### src/rtl/grid_min_entry_budget_dp_core_macros.svh
// assertion macros for the grid minimum entry budget core
`ifndef GRID_MIN_ENTRY_BUDGET_DP_CORE_MACROS_SVH
`define GRID_MIN_ENTRY_BUDGET_DP_CORE_MACROS_SVH

`ifndef SYNTH
`define GMEB_ASSERT_SAME(name, clk, rstn, ante, cons) \
  name: assert property (@(posedge clk) disable iff (!rstn) (ante) |-> (cons)) \
    else $error("assertion failed");
`define GMEB_ASSERT_NEXT(name, clk, rstn, ante, cons) \
  name: assert property (@(posedge clk) disable iff (!rstn) (ante) |=> (cons)) \
    else $error("assertion failed");
`else
`define GMEB_ASSERT_SAME(name, clk, rstn, ante, cons)
`define GMEB_ASSERT_NEXT(name, clk, rstn, ante, cons)
`endif

`endif

### src/rtl/gmeb_pkg.sv
// shared types, constants and helpers of the grid minimum entry budget core
`timescale 1ns / 1ps

package gmeb_pkg;

  localparam int MAX_COLS = 1024;
  localparam int MAX_ROWS = 1024;
  localparam int COL_W    = $clog2(MAX_COLS);
  localparam int ROW_W    = $clog2(MAX_ROWS);
  localparam int CFG_W    = 11;
  localparam int VAL_W    = 16;
  localparam int BUDGET_W = 31;
  localparam int CFG_IDX_W = 1;

  localparam logic [BUDGET_W-1:0] BUDGET_MAX = {BUDGET_W{1'b1}};
  localparam logic [BUDGET_W-1:0] BUDGET_ONE = BUDGET_W'(1);

  // register indexes
  localparam logic [CFG_IDX_W-1:0] CFG_GRID_COLS = 1'b0;
  localparam logic [CFG_IDX_W-1:0] CFG_GRID_ROWS = 1'b1;

  // position info of one cell, travels with it down the pipe
  typedef struct packed {
    logic [COL_W-1:0] col;
    logic             first_row;
    logic             first_col;
    logic             last_col;
    logic             last_row;
  } cell_pos_t;

  // zero acts as one, anything above the cap acts as the cap
  function automatic logic [CFG_W-1:0] eff_size(input logic [CFG_W-1:0] v,
                                                input logic [CFG_W-1:0] cap);
    logic [CFG_W-1:0] r;
    if (v == '0) begin
      r = CFG_W'(1);
    end else if (v > cap) begin
      r = cap;
    end else begin
      r = v;
    end
    return r;
  endfunction

endpackage

### src/rtl/gmeb_pos_ctrl.sv
// grid size registers and row / column position counters
`timescale 1ns / 1ps

module gmeb_pos_ctrl (
  input  logic                           clk_i,
  input  logic                           rst_ni,
  input  logic                           cfg_we_i,
  input  logic [gmeb_pkg::CFG_IDX_W-1:0] cfg_index_i,
  input  logic [gmeb_pkg::CFG_W-1:0]     cfg_wdata_i,
  input  logic                           advance_i,
  output gmeb_pkg::cell_pos_t            pos_o
);
  import gmeb_pkg::*;

  logic [CFG_W-1:0] cols_q, rows_q;
  logic [CFG_W-1:0] cols_eff, rows_eff;
  logic [COL_W-1:0] col_q, col_d;
  logic [ROW_W-1:0] row_q, row_d;
  logic             last_col, last_row;

  always_ff @(posedge clk_i or negedge rst_ni) begin
    if (!rst_ni) begin
      cols_q <= CFG_W'(1);
      rows_q <= CFG_W'(1);
    end else if (cfg_we_i) begin
      unique case (cfg_index_i)
        CFG_GRID_COLS: cols_q <= cfg_wdata_i;
        CFG_GRID_ROWS: rows_q <= cfg_wdata_i;
        default: ;
      endcase
    end
  end

  assign cols_eff = eff_size(cols_q, CFG_W'(MAX_COLS));
  assign rows_eff = eff_size(rows_q, CFG_W'(MAX_ROWS));

  assign last_col = (CFG_W'(col_q) + CFG_W'(1)) >= cols_eff;
  assign last_row = (CFG_W'(row_q) + CFG_W'(1)) >= rows_eff;

  always_comb begin
    col_d = col_q + COL_W'(1);
    row_d = row_q;
    if (last_col) begin
      col_d = '0;
      row_d = last_row ? '0 : row_q + ROW_W'(1);
    end
  end

  always_ff @(posedge clk_i or negedge rst_ni) begin
    if (!rst_ni) begin
      col_q <= '0;
      row_q <= '0;
    end else if (advance_i) begin
      col_q <= col_d;
      row_q <= row_d;
    end
  end

  assign pos_o.col       = col_q;
  assign pos_o.first_row = (row_q == '0);
  assign pos_o.first_col = (col_q == '0);
  assign pos_o.last_col  = last_col;
  assign pos_o.last_row  = last_row;

endmodule

### config.mk
export PLATFORM = sky130hd
export DESIGN_NAME = gmeb_pos_ctrl
export DESIGN_NICKNAME = d
export VERILOG_FILES = /design/src/rtl/grid_min_entry_budget_dp_core_macros.svh /design/src/rtl/gmeb_pkg.sv /design/src/rtl/gmeb_pos_ctrl.sv
export SDC_FILE = /design/constraint.sdc
export NUM_CORES = 1
export LEC_CHECK = 0
export ABC_AREA = 1
export BUFFER_PORTS_ARGS = -buffer_cell sky130_fd_sc_hd__buf_4
export CAP_MARGIN = 5
export CORE_MARGIN = 2
export CORE_UTILIZATION = 32
export CTS_CLUSTER_SIZE = 20
export DETAILED_ROUTE_END_ITERATION = 16
export HOLD_SLACK_MARGIN = 0.05
export SLEW_MARGIN = 20
export SYNTH_ARGS = -nofsm -noshare
export SYNTH_HDL_FRONTEND = slang
export SYNTH_SLANG_ARGS = --single-unit
export TNS_END_PERCENT = 50
### constraint.sdc
create_clock -name clk_i -period 2.7 [get_ports clk_i]
set_input_delay 0.54 -clock clk_i [delete_from_list [all_inputs] [get_ports clk_i]]
set_output_delay 0.54 -clock clk_i [all_outputs]
set_load 0.1 [all_outputs]
### Word level (Yosys, flattened, before mapping)

Index checks and enable logic that the tools add are counted.

* bits in writable memories: 0
* latch bits: 0
* memories kept: 0
* memory bits (read-only): 0
* output and inout bits: 14
* word-level logic and storage cells: 26
* bits in registers: 42
* input bits: 16

* bitwise gates (word level): 1
* divide/modulo/power cells: 0
* equality and inequality tests: 0
* mux-type cells: 6
* multipliers: 0
* $lt $le $gt $ge: 4
* $add $sub $neg: 4
* reduce and logical (&&, ||, !) cells: 7
* shift-type cells: 0

Operator list (count)
* 11-bit 2-to-1 mux: 4
* 10-bit by 1-bit adder with 11-bit output, second input constant: 2
* 11-bit greater-or-equal comparator: 2
* 11-bit > comparator, second input constant: 2
* 11-bit logical NOT: 2
* 10-bit by 1-bit adder with 10-bit output, second input constant: 2
* 10-bit logical NOT: 2
* 10-bit 2-to-1 mux: 2
* 2-bit AND reduction: 3
* 1-bit NOT: 1

### Logic depth before layout (Yosys ltp)

* depth in word-level cells: 5
* depth in mapped cells: 18
* gate-level depth less buffers: 18

### Worst setup path after synthesis

Ideal clock, no wire load.

* path kind: flip-flop to output port
* start point: reg col_q[0]
* end point: out pos_o[2] (netlist bit)
* path buffers: 0
* required time: 2.160 ns
* stages on the path, launching flop included: 5
* arrival: 4.154 ns
* setup slack: -1.994 ns
* cells stage by stage: dfrtp_1 -> inv_1 -> ha_1 -> nand3_1 -> nor4_1

RTL lines
* start: declaration: line gmeb_pos_ctrl.sv:17 `logic [COL_W-1:0] col_q, col_d;`
* start signal: assignment: line gmeb_pos_ctrl.sv:54 `col_q <= col_d;`
* end: declaration: line gmeb_pos_ctrl.sv:11 `output gmeb_pkg::cell_pos_t pos_o`

==> flow_metrics.py <==
metrics = {
    "finish": {
        "final_area_sq_um": 4070,
        "nNetsFinal": 534,
        "stdcell_count": 604,
        "final_layout_size_suffix_gt1_share_pct": 32.0,
        "fin_util_pct": 44.9,
        "syn_to_final_growth_pct": 38.1,
        "diodes": 0,
    },
    "worst_setup_path": {
        "regToRegSetupSlack_ns": 0.13,
        "r2r-start": "cols_q[0]",
        "worstSetupPathType": "reg2out",
        "startpoint_type": "flip-flop",
        "critPathLaunch": "cols_q[0]",
        "cp-end-kind": "primary output",
        "ff2ff_path_depth": 15,
        "timing.critical_path.to": "pos_o[1]",
        "cp.required_ns": 2.16,
        "cp_max_fo": 5,
        "worstPathArrival_ns": 2.53,
        "r2r_end": "col_q[5]",
    },
    "floorplan": {
        "ioPinCount": 30,
        "fp.coreArea_sq_um": 9060,
        "rows": 35,
        "die_area_sq_um": 9990,
        "die_width_microns": 99.9,
        "initial_core_util_pct": 32.5,
        "die_y_microns": 99.9,
    },
    "clock_tree": {
        "cts-buffers-inserted": 5,
        "clock_sinks": 42,
        "path_clk_slew_ns": 0.10,
        "cts_root_buf": "clkbuf_8",
        "clkLatencyLatePin_ns": 0.31,
        "cts_htree_levels": 2,
        "cts.path.max_buffers": 2,
        "cts_tree": "built",
    },
    "timing": {
        "timing.final.max_slew_violations": 0,
        "relSlewSlack_pct": 57.8,
        "rsz0062_at_grt": "yes",
        "hold_violations": 0,
        "period_minus_slack_ns": 3.07,
        "setup-tns-final_ns": -0.648,
        "fmax_ghz": 0.326,
        "period_share_pct": 114,
        "tightest_slew_ns": 0.633,
        "fin_ws_ns": -0.371,
        "fin_skew_ns": 0.0133,
        "setup_viol": 2,
    },
    "synth": {
        "syn_avg_cell_area_sq_um": 6.95,
        "synth_edf_count": 0,
        "synth_flop_cell": "dfrtp_1",
        "yosys_warnings": 0,
        "ys_seq_area_share_pct": 35.8,
        "synth_compound_area_share_pct": 6.37,
        "synthCells": 424,
        "ys_ff_latch": 42,
        "yosys.area.top_type_share_pct": 34.0,
        "synthSimpleGateAreaFrac_pct": 34.0,
        "syn_nets": 466,
        "synth_commonest_cells": "nand2_1 (157), inv_1 (66), dfrtp_1 (40), nor2_1 (33)",
        "netlist_area_sq_um": 2950,
        "synth_area_leaders": "dfrtp_1 (34%), nand2_1 (20%), ha_1 (11%)",
        "synth_top_family_by_area": "simple AND/OR/NAND/NOR gates",
        "async_flop_share_pct": 100,
        "synth_top_area_cell": "dfrtp_1",
        "synthXorXnorAreaFrac_pct": 2.93,
        "yosysMostFrequentCell": "nand2_1",
        "synth.distinct_cells": 29,
        "muxShareOfSynthArea_pct": 0,
        "synthAdderAreaFrac_pct": 11.0,
    },
    "hold_path": {
        "hold_class": "in2async",
    },
    "place": {
        "place_area_sq_um": 3610,
        "gp_congestion": 0.850,
        "place.detailed.hpwl_microns": 5420,
        "io_buffers": 29,
        "dp_cells": 588,
        "pre_cts_slack_ns": -0.130,
    },
    "status": {
        "violations": "negative setup slack",
        "status": "complete, but fails checks",
    },
    "global_routing": {
        "antenna_found_initial": 0,
        "first_global_vias": 2676,
        "grt_usage_pct": 15.6,
        "grt_overflow": 0,
        "grt_max_degree": 43,
        "grt_first_pass_wirelength_microns": 12500,
    },
    "pwr": {
        "power_leakage_nw": 2.11,
        "powerDensity_nw_per_um2": 788,
        "vdd_drop_max_v": 0.000397,
    },
    "drt": {
        "remaining_drc_errors": 0,
        "wl_per_cell_microns": 12.4,
        "avgViaCountPerCell": 4.60,
        "drtIter0Drc": 118,
        "routed_wl_microns": 7480,
        "vias": 2780,
        "first_pass_iters": 4,
        "antenna_left": 0,
    },
    "run": {
        "cap_violations": 0,
    },
}
[flip-flops by register name (all words and copies together) (netlist names)]
signal  flops
rows_q     11
col_q      10
cols_q     11
row_q      10
[logic make-up (layout without fill, tap and decap cells)]
family | count (synthesis) | after routing
buffers and inverters | 75 | 140
AOI/OAI and AO/OA | 37 | 37
and+or+nand+nor | 235 | 239
adders and majority gates | 26 | 26
DFF | 42 | 42
xor gates and xnor gates | 9 | 9
[layout by cell type (no fill, tap or decap), drive strengths merged]
master,instances
dfstp,2
and2,1
dfrtp,40
inv,70
or2,4
ha,26
o21ai,29
nand4,6
buf,65
nor2,40
nor3,3
nand3,17
xnor2,1
nor4,4
o31ai,1
a21oi,7
xor2,8
nand2,164
clkbuf,5
[worst max-delay path, cell delays in order (launching register included)]
cell	delay, ns
dfstp_2	0.38
or2_1	0.25
nor3_2	0.20
nand4_1	0.16
nand2_2	0.18
nand2_2	0.10
ha_4	0.28
nand2_4	0.05
nor2_4	0.11
and2_4	0.16
nand2_4	0.05
nand4_4	0.11
buf_12	0.18
[worst min-delay path by stage]
stage | endpoint | depth (start not counted) | start | slack [ns]
floorplan | col_q[4] | 0 | rst_ni | 0.24
global placement | row_q[9] | 2 | row_q[9] | 0.49
detailed placement | row_q[9] | 2 | row_q[9] | 0.50
CTS | col_q[1] | 1 | rst_ni | 0.23
global route | row_q[8] | 1 | rst_ni | 0.26
finish | col_q[1] | 1 | rst_ni | 0.21
[layout make-up]
| class | instances | area [sq um] |
|---|---|---|
| fill | 901 | 5000 |
| multi-input combinational | 311 | 1990 |
| sequential | 42 | 1080 |
| timing repair buffer | 65 | 513 |
| inverter | 67 | 251 |
| tap | 111 | 139 |
| clock buffer | 5 | 68.8 |
| clock inverter | 3 | 26.3 |
[what timing repair did]
action / CTS / global route
hold buffers: 0 / 0
cloned: 2 / 2
endpoints found under the hold margin: 0 / 0
buffers inserted: 2 / 2
endpoints found under the setup margin: 2 / 22
gates resized for setup: 24 / 43
pin swaps: 16 / 35
[power by group]
part | total (mW) | internal [mW] | switching [mW]
logic | 1.89 | 0.656 | 1.23
registers | 0.856 | 0.746 | 0.110
clock network | 0.461 | 0.193 | 0.269
total | 3.20 | 1.59 | 1.61
[metrics by stage]
step | power (mW) | hold slack, ns
after floorplan | 2.07 | 0.244
final | 3.20 | 0.212
after global placement | 2.46 | 0.492
after global routing | 3.44 | 0.256
after detailed placement | 2.49 | 0.501
after CTS | 3.06 | 0.233
[per-layer routing]
| metal | vias up | global-route usage, % | share of wire [%] |
|---|---|---|---|
| li1 | 1447 | - | - |
| met1 | 1282 | 21.3 | 49 |
| met2 | 42 | 25.2 | 47 |
| met3 | 9 | 2.44 | 2.6 |
| met4 | 0 | 5.27 | 1.8 |
| met5 | - | 0 | 0 |
(Power assumes the default switching activity.)
