**src/rtl/grid_min_entry_budget_dp_core_macros.svh**
```systemverilog
// assertion macros for the grid minimum entry budget core
`ifndef GRID_MIN_ENTRY_BUDGET_DP_CORE_MACROS_SVH
`define GRID_MIN_ENTRY_BUDGET_DP_CORE_MACROS_SVH

`ifndef SYNTH
`define GMEB_ASSERT_SAME(name, clk, rstn, ante, cons) \
  name: assert property (@(posedge clk) disable iff (!rstn) (ante) |-> (cons)) \
    else $error("assertion failed");
`define GMEB_ASSERT_NEXT(name, clk, rstn, ante, cons) \
  name: assert property (@(posedge clk) disable iff (!rstn) (ante) |=> (cons)) \
    else $error("assertion failed");
`else
`define GMEB_ASSERT_SAME(name, clk, rstn, ante, cons)
`define GMEB_ASSERT_NEXT(name, clk, rstn, ante, cons)
`endif

`endif

```
**src/rtl/gmeb_pkg.sv**
```systemverilog
// shared types, constants and helpers of the grid minimum entry budget core
`timescale 1ns / 1ps

package gmeb_pkg;

  localparam int MAX_COLS = 1024;
  localparam int MAX_ROWS = 1024;
  localparam int COL_W    = $clog2(MAX_COLS);
  localparam int ROW_W    = $clog2(MAX_ROWS);
  localparam int CFG_W    = 11;
  localparam int VAL_W    = 16;
  localparam int BUDGET_W = 31;
  localparam int CFG_IDX_W = 1;

  localparam logic [BUDGET_W-1:0] BUDGET_MAX = {BUDGET_W{1'b1}};
  localparam logic [BUDGET_W-1:0] BUDGET_ONE = BUDGET_W'(1);

  // register indexes
  localparam logic [CFG_IDX_W-1:0] CFG_GRID_COLS = 1'b0;
  localparam logic [CFG_IDX_W-1:0] CFG_GRID_ROWS = 1'b1;

  // position info of one cell, travels with it down the pipe
  typedef struct packed {
    logic [COL_W-1:0] col;
    logic             first_row;
    logic             first_col;
    logic             last_col;
    logic             last_row;
  } cell_pos_t;

  // zero acts as one, anything above the cap acts as the cap
  function automatic logic [CFG_W-1:0] eff_size(input logic [CFG_W-1:0] v,
                                                input logic [CFG_W-1:0] cap);
    logic [CFG_W-1:0] r;
    if (v == '0) begin
      r = CFG_W'(1);
    end else if (v > cap) begin
      r = cap;
    end else begin
      r = v;
    end
    return r;
  endfunction

endpackage

```
**src/rtl/gmeb_cell_calc.sv**
```systemverilog
// successor select, subtract and clamp for one cell
`timescale 1ns / 1ps

module gmeb_cell_calc (
  input  gmeb_pkg::cell_pos_t           pos_i,
  input  logic [gmeb_pkg::BUDGET_W-1:0] below_i,
  input  logic [gmeb_pkg::BUDGET_W-1:0] right_i,
  input  logic [gmeb_pkg::VAL_W-1:0]    cell_value_i,
  output logic [gmeb_pkg::BUDGET_W-1:0] need_o,
  output logic                          clip_o
);
  import gmeb_pkg::*;

  localparam int DIFF_W = BUDGET_W + 2;

  logic [BUDGET_W-1:0] succ;
  logic [DIFF_W-1:0]   diff;

  always_comb begin
    if (pos_i.first_row && pos_i.first_col) begin
      succ = BUDGET_ONE;
    end else if (pos_i.first_row) begin
      succ = right_i;
    end else if (pos_i.first_col) begin
      succ = below_i;
    end else begin
      succ = (below_i < right_i) ? below_i : right_i;
    end
  end

  // top bit is the sign, the range never reaches it from above
  assign diff = {2'b00, succ}
              - {{(DIFF_W - VAL_W){cell_value_i[VAL_W-1]}}, cell_value_i};

  always_comb begin
    clip_o = 1'b0;
    if (diff[DIFF_W-1] || diff == '0) begin
      need_o = BUDGET_ONE;
    end else if (diff[DIFF_W-2]) begin
      need_o = BUDGET_MAX;
      clip_o = 1'b1;
    end else begin
      need_o = diff[BUDGET_W-1:0];
    end
  end

endmodule

```
**config.mk**
```make
export PLATFORM = sky130hd
export DESIGN_NAME = gmeb_cell_calc
export DESIGN_NICKNAME = d
export VERILOG_FILES = /design/src/rtl/grid_min_entry_budget_dp_core_macros.svh /design/src/rtl/gmeb_pkg.sv /design/src/rtl/gmeb_cell_calc.sv
export SDC_FILE = /design/constraint.sdc
export NUM_CORES = 1
export LEC_CHECK = 0
export ABC_CLOCK_PERIOD_IN_PS = 6250
export BUFFER_PORTS_ARGS = -buffer_cell sky130_fd_sc_hd__clkbuf_2
export CORE_MARGIN = 3
export CORE_UTILIZATION = 48
export DETAILED_ROUTE_END_ITERATION = 10
export PLACE_DENSITY_LB_ADDON = 0.15
export SLEW_MARGIN = 0
export SYNTH_ARGS = -nofsm -noshare
export SYNTH_HDL_FRONTEND = slang
export SYNTH_SLANG_ARGS = --single-unit
```
**constraint.sdc**
```tcl
create_clock -name vclk -period 6.25
set_input_delay 0.9375 -clock vclk [all_inputs]
set_output_delay 0.9375 -clock vclk [all_outputs]
set_load 0.05 [all_outputs]
```
==> flow_metrics.env, run 1 <==
export IMPL_dpl_hpwl_mm=12.6
export IMPL_synth_area_leaders="ha_1, a21oi_1, a22o_1"
export IMPL_synthAdderAreaFrac=0.227
export IMPL_ys_seq_area_frac=0
export IMPL_ys_types=74
export IMPL_avgSynthCellArea_um2=7.12
export IMPL_hold_buffers=0
export IMPL_synth_xor_area_frac=0.0695
export IMPL_error_line="[ERROR GRT-0116] Global routing finished with congestion. Check the congestion regions in the DRC Viewer."
export IMPL_haltStage="global routing (5_1_grt)"
export IMPL_grt_max_degree=20
export IMPL_track_usage=0.578
export IMPL_gp_congestion=0.920
export IMPL_pre_cts_slack_ns=-0.770
export IMPL_dp_cells=857
export IMPL_die_w_um=91.5
export IMPL_outcome="stopped before the end"
export IMPL_grt_pass1_wl_mm=38.2
export IMPL_overflow=1
export IMPL_synth_fp_nets=648
export IMPL_die_y_um=91.5
export IMPL_syn_cell_area_um2=3510
export IMPL_grt_pass1_vias=7248
export IMPL_synthDominantCellAreaShare=0.221
export IMPL_muxShareOfSynthArea=0
export IMPL_boundaryPins=124
export IMPL_synthCells=493
export IMPL_rows=30
export IMPL_ys_warn_count=0
export IMPL_synth_top_family_by_area="compound AO/OA/AOI/OAI gates"
export IMPL_yosys_area_share_simple=0.170
export IMPL_port_buffer_count=112
export IMPL_start_util=0.505
export IMPL_synth_compound_area_frac=0.430
export IMPL_synth_top_area_cell="ha_1"
layer usage:
layer	global-route usage	GRT overflow
met1	0.572	0
met2	0.845	1
met3	0.301	0
met4	0.577	0
met5	0	0
cell usage after synthesis (all sizes together), types with 2 or more instances:
master and number:
o2bb2ai 3, and2 3, o221ai 2, o211ai 4, nor3 5, nand4 16, buf 16, ha 62
xor2 10, nand2 31, inv 60, a2111o 2, o2111ai 3, a31oi 5, clkbuf 8, a211o 3
and3 4, o21a 9, a22o 31, a21oi 71, nor2 22, a21o 21, nor2b 4, a22oi 2
xnor2 17, a211oi 5, o21ai 23, nand3 10, nand2b 3, a21boi 3, o21ba 2, o211a 3
or2 2, a221oi 3, o21bai 4
kinds of logic after synthesis:
logic type | after synthesis
AO/OA/AOI/OAI | 208
AND/OR/NAND/NOR | 111
buffers and inverters | 84
adder cells (fa/ha/maj) | 63
XOR/XNOR | 27
through the flow:
| step | TNS, ns | area [um^2] |
|---|---|---|
| 2_1_floorplan | -0.332 | 3940 |
| 3_3_place_gp | -15.78 | 5990 |
| 3_5_place_dp | -23.11 | 5990 |
| 4_1_cts | -15.56 | 6680 |
repair_timing:
action                     CTS
setup endpoints to repair   32
pin swaps                   32
cloned                       4
resized for setup           89
buffers inserted            20
==> run 2, diff against run 1 <==
--- a/config.mk
+++ b/config.mk
@@ -5,10 +5,10 @@
 export SDC_FILE = /design/constraint.sdc
 export NUM_CORES = 1
 export LEC_CHECK = 0
-export ABC_CLOCK_PERIOD_IN_PS = 6250
+export ABC_CLOCK_PERIOD_IN_PS = 8100
 export BUFFER_PORTS_ARGS = -buffer_cell sky130_fd_sc_hd__clkbuf_2
 export CORE_MARGIN = 3
-export CORE_UTILIZATION = 48
+export CORE_UTILIZATION = 40
 export DETAILED_ROUTE_END_ITERATION = 10
 export PLACE_DENSITY_LB_ADDON = 0.15
 export SLEW_MARGIN = 0
==> constraint.sdc (replaced) <==
create_clock -name vclk -period 8.1
set_input_delay 1.215 -clock vclk [all_inputs]
set_output_delay 1.215 -clock vclk [all_outputs]
set_load 0.05 [all_outputs]
==> flow_metrics.env, run 2 <==
export IMPL_outcome="complete, no violations"
export IMPL_slew_viol_final=0
export IMPL_ys_top_cells_by_count="a21oi_1, ha_1, inv_1"
export IMPL_combPwrFrac=1.000
export IMPL_rows=33
export IMPL_peakVddDrop_uv=163
export IMPL_gp_congestion=0.909
export IMPL_cp_required_ns=6.88
export IMPL_avgRoutedWirePerCell_um=15.0
export IMPL_dr_pass1_iters=4
export IMPL_hold_viol=0
export IMPL_die_y_um=99.7
export IMPL_track_usage=0.205
export IMPL_die_area_um2=9930
export IMPL_synthDominantCellAreaShare=0.221
export IMPL_period_share=0.960
export IMPL_path_buf_inv=5
export IMPL_worst_slew_pin_slew_ns=0.747
export IMPL_drtAntennaViolNets=0
export IMPL_p_seq_frac=0
export IMPL_timing_final_crit_period_ns=7.78
export IMPL_power_frac_clock=0
export IMPL_slew_headroom=0.502
export IMPL_synth_top_area_cell="ha_1"
export IMPL_power_leakage_nw=2.36
export IMPL_rsz0062_at_grt="false"
export IMPL_port_buffer_count=112
export IMPL_yosys_area_share_simple=0.170
export IMPL_final_nets=763
export IMPL_synth_top_family_by_area="compound AO/OA/AOI/OAI gates"
export IMPL_yosysMostFrequentCell="a21oi_1"
export IMPL_synthAdderAreaFrac=0.227
export IMPL_grt_max_degree=20
export IMPL_final_layout_size_suffix_gt1_frac=0.284
export IMPL_placed_area_um2=4290
export IMPL_synthCells=493
export IMPL_worstPathArrival_ns=6.56
export IMPL_dr_first_iter_drc_count=196
export IMPL_critPathSlowestCell="fa_1"
export IMPL_setup_tns_ns=0
export IMPL_antenna_found_initial=0
export IMPL_wl_mm=10.6
export IMPL_die_w_um=99.7
export IMPL_ys_seq_area_frac=0
export IMPL_critPathCaptureType="primary output"
export IMPL_p_sw_frac=0.651
export IMPL_layout_commonest_cell="clkbuf_2"
export IMPL_start_kind="input pin"
export IMPL_muxShareOfSynthArea=0
export IMPL_n_clock_buffer=0
export IMPL_dpl_hpwl_mm=9.40
export IMPL_synth_compound_area_frac=0.430
export IMPL_boundaryPins=124
export IMPL_cellPowerDensity_nw_per_um2=151
export IMPL_syn_cell_area_um2=3510
export IMPL_synth_area_leaders="ha_1, a21oi_1, a22o_1"
export IMPL_p_int_w=0.000229
export IMPL_path_class="input pin to primary output"
export IMPL_p_total_w=0.000656
export IMPL_drc_errors=0
export IMPL_pre_cts_slack_ns=0.137
export IMPL_grt_pass1_vias=3762
export IMPL_critPathTopFamily="compound AO/OA/AOI/OAI gates"
export IMPL_grt_pass1_wl_mm=17.3
export IMPL_nFlopsAndLatches=0
export IMPL_syn2layout_area_growth_pct=23.6
export IMPL_cp_max_fo=14
export IMPL_overflow=0
export IMPL_layout_common_cells="clkbuf_2, a21oi_1, ha_1"
export IMPL_cpPeakStageDelay_ns=0.41
export IMPL_max_cap_violations=0
export IMPL_ys_types=74
export IMPL_avgSynthCellArea_um2=7.12
export IMPL_start_util=0.419
export IMPL_regArea_um2=0
export IMPL_finalWorstSetupSlack_ns=0.323
export IMPL_hold_buffers=0
export IMPL_core_um2=8380
export IMPL_max_freq_mhz=129
export IMPL_antenna_cells=0
export IMPL_ys_warn_count=0
export IMPL_finalSetupViolCount=0
export IMPL_min_path_type="input pin to primary output"
export IMPL_synth_fp_nets=648
export IMPL_finish_instance_area_um2=4340
export IMPL_p_sw_w=0.000427
export IMPL_nFillCells=858
export IMPL_via_count=4015
export IMPL_vias_per_cell=5.65
export IMPL_synth_xor_area_frac=0.0695
run 2: cell counts after synthesis:
No cell type changed its count.
run 2: repair_timing:
action,in CTS,in global routing
resized for setup,0,35
buffers inserted,0,0
endpoints found under the setup margin,0,32
run 2: power by group through the flow:
stage | combinational (W) | clock, W | sequential [W]
after floorplan | 0.000480 | 0 | 0
after global placement | 0.000642 | 0 | 0
after detailed placement | 0.000644 | 0 | 0
after CTS | 0.000647 | 0 | 0
after global routing | 0.000710 | 0 | 0
final | 0.000656 | 0 | 0
run 2: area by class of cell:
cell class	count	area, um^2	share of cell area
multi-input combinational	409	3180	0.734
timing repair buffer	137	797	0.184
inverter	60	225	0.0519
tap	105	131	0.0303
run 2: cells by family after synthesis:
logic type	count (synthesis)
fa+ha+maj	63
simple gates	111
compound gates	208
buf+inv	84
xor+xnor	27
run 2: per-stage QoR:
step	hold slack (ns)	util	instances
after floorplan	2.88	-	493
after global placement	3.04	0.512	711
after detailed placement	3.05	0.512	711
after CTS	3.05	0.512	711
after global routing	3.04	0.518	711
final	3.01	0.518	711
run 2: routing by layer:
layer	share of wire	up-vias	track usage
li1	-	2074	-
met1	0.49	1832	0.300
met2	0.46	107	0.355
met3	0.052	2	0.00701
met4	0.0022	0	0.00420
met5	0	-	0
run 2: worst paths after layout:
check	startpoint	slack, ns	depth (start not counted)	to
worst max-delay path	right_i[1]	0.32	27	need_o[19]
worst min-delay path	cell_value_i[1]	3.01	4	need_o[1]
(Power assumes the default switching activity.)
==> run 3, diff against run 2 <==
--- a/config.mk
+++ b/config.mk
@@ -7,6 +7,7 @@
 export LEC_CHECK = 0
 export ABC_CLOCK_PERIOD_IN_PS = 8100
 export BUFFER_PORTS_ARGS = -buffer_cell sky130_fd_sc_hd__clkbuf_2
+export CORE_ASPECT_RATIO = 0.5
 export CORE_MARGIN = 3
 export CORE_UTILIZATION = 40
 export DETAILED_ROUTE_END_ITERATION = 10
==> flow_metrics.env, run 3 (synthesized netlist as in run 2, its figures left out) <==
export IMPL_final_util=0.511
export IMPL_antenna_cells=0
export IMPL_wl_mm=10.6
export IMPL_layout_commonest_cell="clkbuf_2"
export IMPL_hold_viol=0
export IMPL_max_freq_mhz=130
export IMPL_die_area_um2=10000
export IMPL_startpoint="right_i[24]"
export IMPL_dpl_hpwl_mm=9.20
export IMPL_grt_use_met3=0.0138
export IMPL_critPathSlowestCell="ha_1"
export IMPL_path_class="input pin to primary output"
export IMPL_dr_pass1_iters=4
export IMPL_finalSetupViolCount=0
export IMPL_port_buffer_count=112
export IMPL_cp_required_ns=6.88
export IMPL_drc_errors=0
export IMPL_rows=23
export IMPL_period_share=0.949
export IMPL_cp_max_fo=19
export IMPL_slew_viol_final=0
export IMPL_critPathCaptureType="primary output"
export IMPL_n_clock_buffer=0
export IMPL_die_w_um=138
export IMPL_antenna_found_initial=0
export IMPL_cellPowerDensity_nw_per_um2=151
export IMPL_grt_max_degree=22
export IMPL_max_cap_violations=0
export IMPL_power_leakage_nw=2.29
export IMPL_gr_usage_met1=0.315
export IMPL_regArea_um2=0
export IMPL_finalWorstSetupSlack_ns=0.414
export IMPL_via_count=3965
export IMPL_worstPathArrival_ns=6.47
export IMPL_pre_cts_slack_ns=0.262
export IMPL_outcome="complete, no violations"
export IMPL_crit_path_frequent_cell="a21o_1"
export IMPL_nFillCells=870
export IMPL_overflow=0
export IMPL_drtAntennaViolNets=0
export IMPL_nFlopsAndLatches=0
export IMPL_boundaryPins=124
export IMPL_grt_pass1_vias=3588
export IMPL_die_y_um=72.2
export IMPL_rsz0062_at_grt="false"
export IMPL_p_total_w=0.000636
export IMPL_start_kind="input pin"
export IMPL_gp_congestion=0.936
export IMPL_worst_slew_pin_slew_ns=0.728
export IMPL_grt_pass1_wl_mm=17.3
export IMPL_track_usage=0.204
export IMPL_critPathTopFamily="compound AO/OA/AOI/OAI gates"
export IMPL_vias_per_cell=5.62
export IMPL_cts_setup_buffers=0
export IMPL_min_from="cell_value_i[1]"
export IMPL_timing_final_crit_period_ns=7.69
export IMPL_path_buf_inv=5
export IMPL_slew_headroom=0.514
export IMPL_final_nets=751
export IMPL_layout_common_cells="clkbuf_2, a21oi_1, ha_1"
export IMPL_start_util=0.425
export IMPL_setup_tns_ns=0
export IMPL_peakVddDrop_uv=60.0
export IMPL_min_path_type="input pin to primary output"
export IMPL_avgRoutedWirePerCell_um=15.0
export IMPL_cpPeakStageDelay_ns=0.42
export IMPL_busiest_layer="met2"
export IMPL_final_layout_size_suffix_gt1_frac=0.271
export IMPL_syn2layout_area_growth_pct=20.4
export IMPL_dr_first_iter_drc_count=324
export IMPL_core_um2=8260
export IMPL_use_met2=0.323
==> run 3: cell type report <==
type / instances / area, um^2 / share of cell area
Multi-Input combinational cell: 409 / 3180 / 0.754
Timing Repair Buffer: 125 / 673 / 0.159
Inverter: 60 / 225 / 0.0533
Tap cell: 112 / 140 / 0.0332
==> run 3: path summary, 6_finish.rpt <==
path / slack [ns] / cells after the start / to
worst min-delay path: 3.01 / 4 / need_o[1]
worst max-delay path: 0.41 / 27 / need_o[22]
==> run 3: timing repair <==
action                     4_1_cts  5_1_grt
setup endpoints to repair        0       29
hold buffers                     0        0
resized for setup                0       12
==> run 3: tightest hold or removal path: stages <==
cell	delay [ns]
clkbuf_2	0.11
fa_1	0.17
a21oi_1	0.07
clkbuf_2	0.23
==> run 3: metal layers <==
metal / vias up / routed length [um]
li1: 2043 / -
met1: 1832 / 5600
met2: 88 / 4390
met3: 2 / 544
met4: 0 / 35
met5: - / 0
==> run 3: report_power, final <==
| part | total, W | switching, W | internal [W] | leakage, nW |
|---|---|---|---|---|
| sequential | 0 | 0 | 0 | 0 |
| combinational | 0.000636 | 0.000426 | 0.000210 | 2.29 |
| clock | 0 | 0 | 0 | 0 |
| total | 0.000636 | 0.000426 | 0.000210 | 2.29 |
==> run 3: metrics by stage <==
step | instance area [um^2] | hold slack, ns | instances
floorplan | 3510 | 2.88 | 493
global placement | 4190 | 3.02 | 706
detailed placement | 4190 | 3.01 | 706
CTS | 4190 | 3.01 | 706
global route | 4220 | 3.08 | 706
finish | 4220 | 3.01 | 706
==> run 4, diff against run 3 <==
--- a/config.mk
+++ b/config.mk
@@ -5,13 +5,13 @@
 export SDC_FILE = /design/constraint.sdc
 export NUM_CORES = 1
 export LEC_CHECK = 0
+export ABC_AREA = 1
 export ABC_CLOCK_PERIOD_IN_PS = 8100
 export BUFFER_PORTS_ARGS = -buffer_cell sky130_fd_sc_hd__clkbuf_2
 export CORE_ASPECT_RATIO = 0.5
 export CORE_MARGIN = 3
-export CORE_UTILIZATION = 40
+export CORE_UTILIZATION = 25
 export DETAILED_ROUTE_END_ITERATION = 10
-export PLACE_DENSITY_LB_ADDON = 0.15
 export SLEW_MARGIN = 0
 export SYNTH_ARGS = -nofsm -noshare
 export SYNTH_HDL_FRONTEND = slang
==> flow_metrics.env, run 4 <==
export IMPL_multiInputGateArea_um2=3560
export IMPL_track_usage=0.153
export IMPL_synth_area_leaders="nand2_1, ha_1, inv_1"
export IMPL_worst_slew_pin_slew_ns=0.691
export IMPL_layout_common_cells="nand2_1, inv_1, clkbuf_2"
export IMPL_cellPowerDensity_nw_per_um2=122
export IMPL_dr_pass1_iters=4
export IMPL_grt_pass1_wl_mm=24.6
export IMPL_gp_congestion=0.907
export IMPL_synth_top_area_cell="nand2_1"
export IMPL_ys_top_cells_by_count="nand2_1, inv_1, nand3_1, nor2_1, ha_1"
export IMPL_power_leakage_nw=3.37
export IMPL_max_cap_violations=0
export IMPL_avgSynthCellArea_um2=4.93
export IMPL_port_buffer_count=112
export IMPL_start_util=0.262
export IMPL_pre_cts_slack_ns=0.893
export IMPL_die_y_um=99.7
export IMPL_cp_max_fo=31
export IMPL_overflow=0
export IMPL_drc_errors=0
export IMPL_n_clock_buffer=0
export IMPL_nFlopsAndLatches=0
export IMPL_ys_seq_area_frac=0
export IMPL_die_w_um=193
export IMPL_die_area_um2=19300
export IMPL_ys_types=32
export IMPL_syn_cell_area_um2=4390
export IMPL_rows=33
export IMPL_setup_tns_ns=0
export IMPL_critPathSlowestCell="ha_1"
export IMPL_antenna_found_initial=0
export IMPL_outcome="complete, no violations"
export IMPL_via_count=5365
export IMPL_max_freq_mhz=141
export IMPL_worstPathArrival_ns=5.88
export IMPL_synthDominantCellAreaShare=0.282
export IMPL_crit_path_frequent_cell="nand2_1"
export IMPL_core_um2=16800
export IMPL_critPathCaptureType="primary output"
export IMPL_synth_fp_nets=1045
export IMPL_period_share=0.876
export IMPL_finalSetupViolCount=0
export IMPL_wl_mm=15.0
export IMPL_final_layout_size_suffix_gt1_frac=0.168
export IMPL_vias_per_cell=4.41
export IMPL_path_buf_inv=6
export IMPL_cp_required_ns=6.88
export IMPL_slew_headroom=0.539
export IMPL_ys_warn_count=0
export IMPL_cts_setup_buffers=0
export IMPL_nFillCells=2000
export IMPL_boundaryPins=124
export IMPL_critPathTopFamily="simple AND/OR/NAND/NOR gates"
export IMPL_post_cts_resized=0
export IMPL_placed_area_um2=5150
export IMPL_grt_pass1_vias=4920
export IMPL_hold_buffers=0
export IMPL_finalWorstSetupSlack_ns=1.01
export IMPL_hold_viol=0
export IMPL_final_nets=1147
export IMPL_dpl_hpwl_mm=13.7
export IMPL_synthCells=890
export IMPL_path_class="input pin to primary output"
export IMPL_min_path_type="input pin to primary output"
export IMPL_regArea_um2=0
export IMPL_slew_viol_final=0
export IMPL_antenna_cells=0
export IMPL_syn2layout_area_growth_pct=17.3
export IMPL_yosysMostFrequentCell="nand2_1"
export IMPL_drtAntennaViolNets=0
export IMPL_rsz0062_at_grt="false"
export IMPL_layout_commonest_cell="nand2_1"
export IMPL_grt_max_degree=32
export IMPL_avgRoutedWirePerCell_um=12.3
export IMPL_cpPeakStageDelay_ns=0.41
export IMPL_finish_instance_area_um2=5150
export IMPL_dr_first_iter_drc_count=257
export IMPL_timing_final_crit_period_ns=7.09
export IMPL_peakVddDrop_uv=54.2
export IMPL_start_kind="input pin"
[run 4: cell types whose count changed after synthesis, moves of 13 or more]
cell / change
a21o_1: -21
a21oi_1: -27
a22o_1: -31
inv_1: +127
nand2_1: +301
nand3_1: +66
nor2_1: +54
nor2_2: +37
o21ai_0: -13
[run 4: final timing paths]
| kind | start | end | slack [ns] | cells past startpoint |
|---|---|---|---|---|
| min | cell_value_i[15] | clip_o | 2.99 | 6 |
| max | right_i[30] | clip_o | 1.01 | 27 |
[run 4: cell families after synthesis]
logic type / synth area share
and+or+nand+nor: 0.551
buffers and inverters: 0.188
adders and majority gates: 0.181
AOI/OAI and AO/OA: 0.0659
xor gates and xnor gates: 0.0140
[run 4: through the flow]
step                power (W)  std cells  hold WS (ns)  utilization
floorplan            0.000477        890          2.78            -
global placement     0.000625       1217          2.99        0.307
detailed placement   0.000630       1217          3.00        0.307
CTS                  0.000631       1217          3.00        0.307
global route         0.000702       1217          3.03        0.307
finish               0.000627       1217          2.99        0.307
[run 4: area by class of cell]
class	instances	area share
timing repair buffer	116	0.115
tap	227	0.0552
inverter	189	0.138
multi-input combinational	685	0.692
[run 4: power breakdown]
group	leakage, nW	switching [W]	total, W	internal [W]
registers	0	0	0	0
clock network	0	0	0	0
logic	3.37	0.000450	0.000627	0.000177
total	3.37	0.000450	0.000627	0.000177
[run 4: layer usage]
metal / vias to the layer above / track usage / wire length (um)
li1: 2907 / - / -
met1: 2342 / 0.250 / 8590
met2: 110 / 0.231 / 5880
met3: 6 / 0.00271 / 446
met4: 0 / 0.00611 / 65
met5: - / 0 / 0
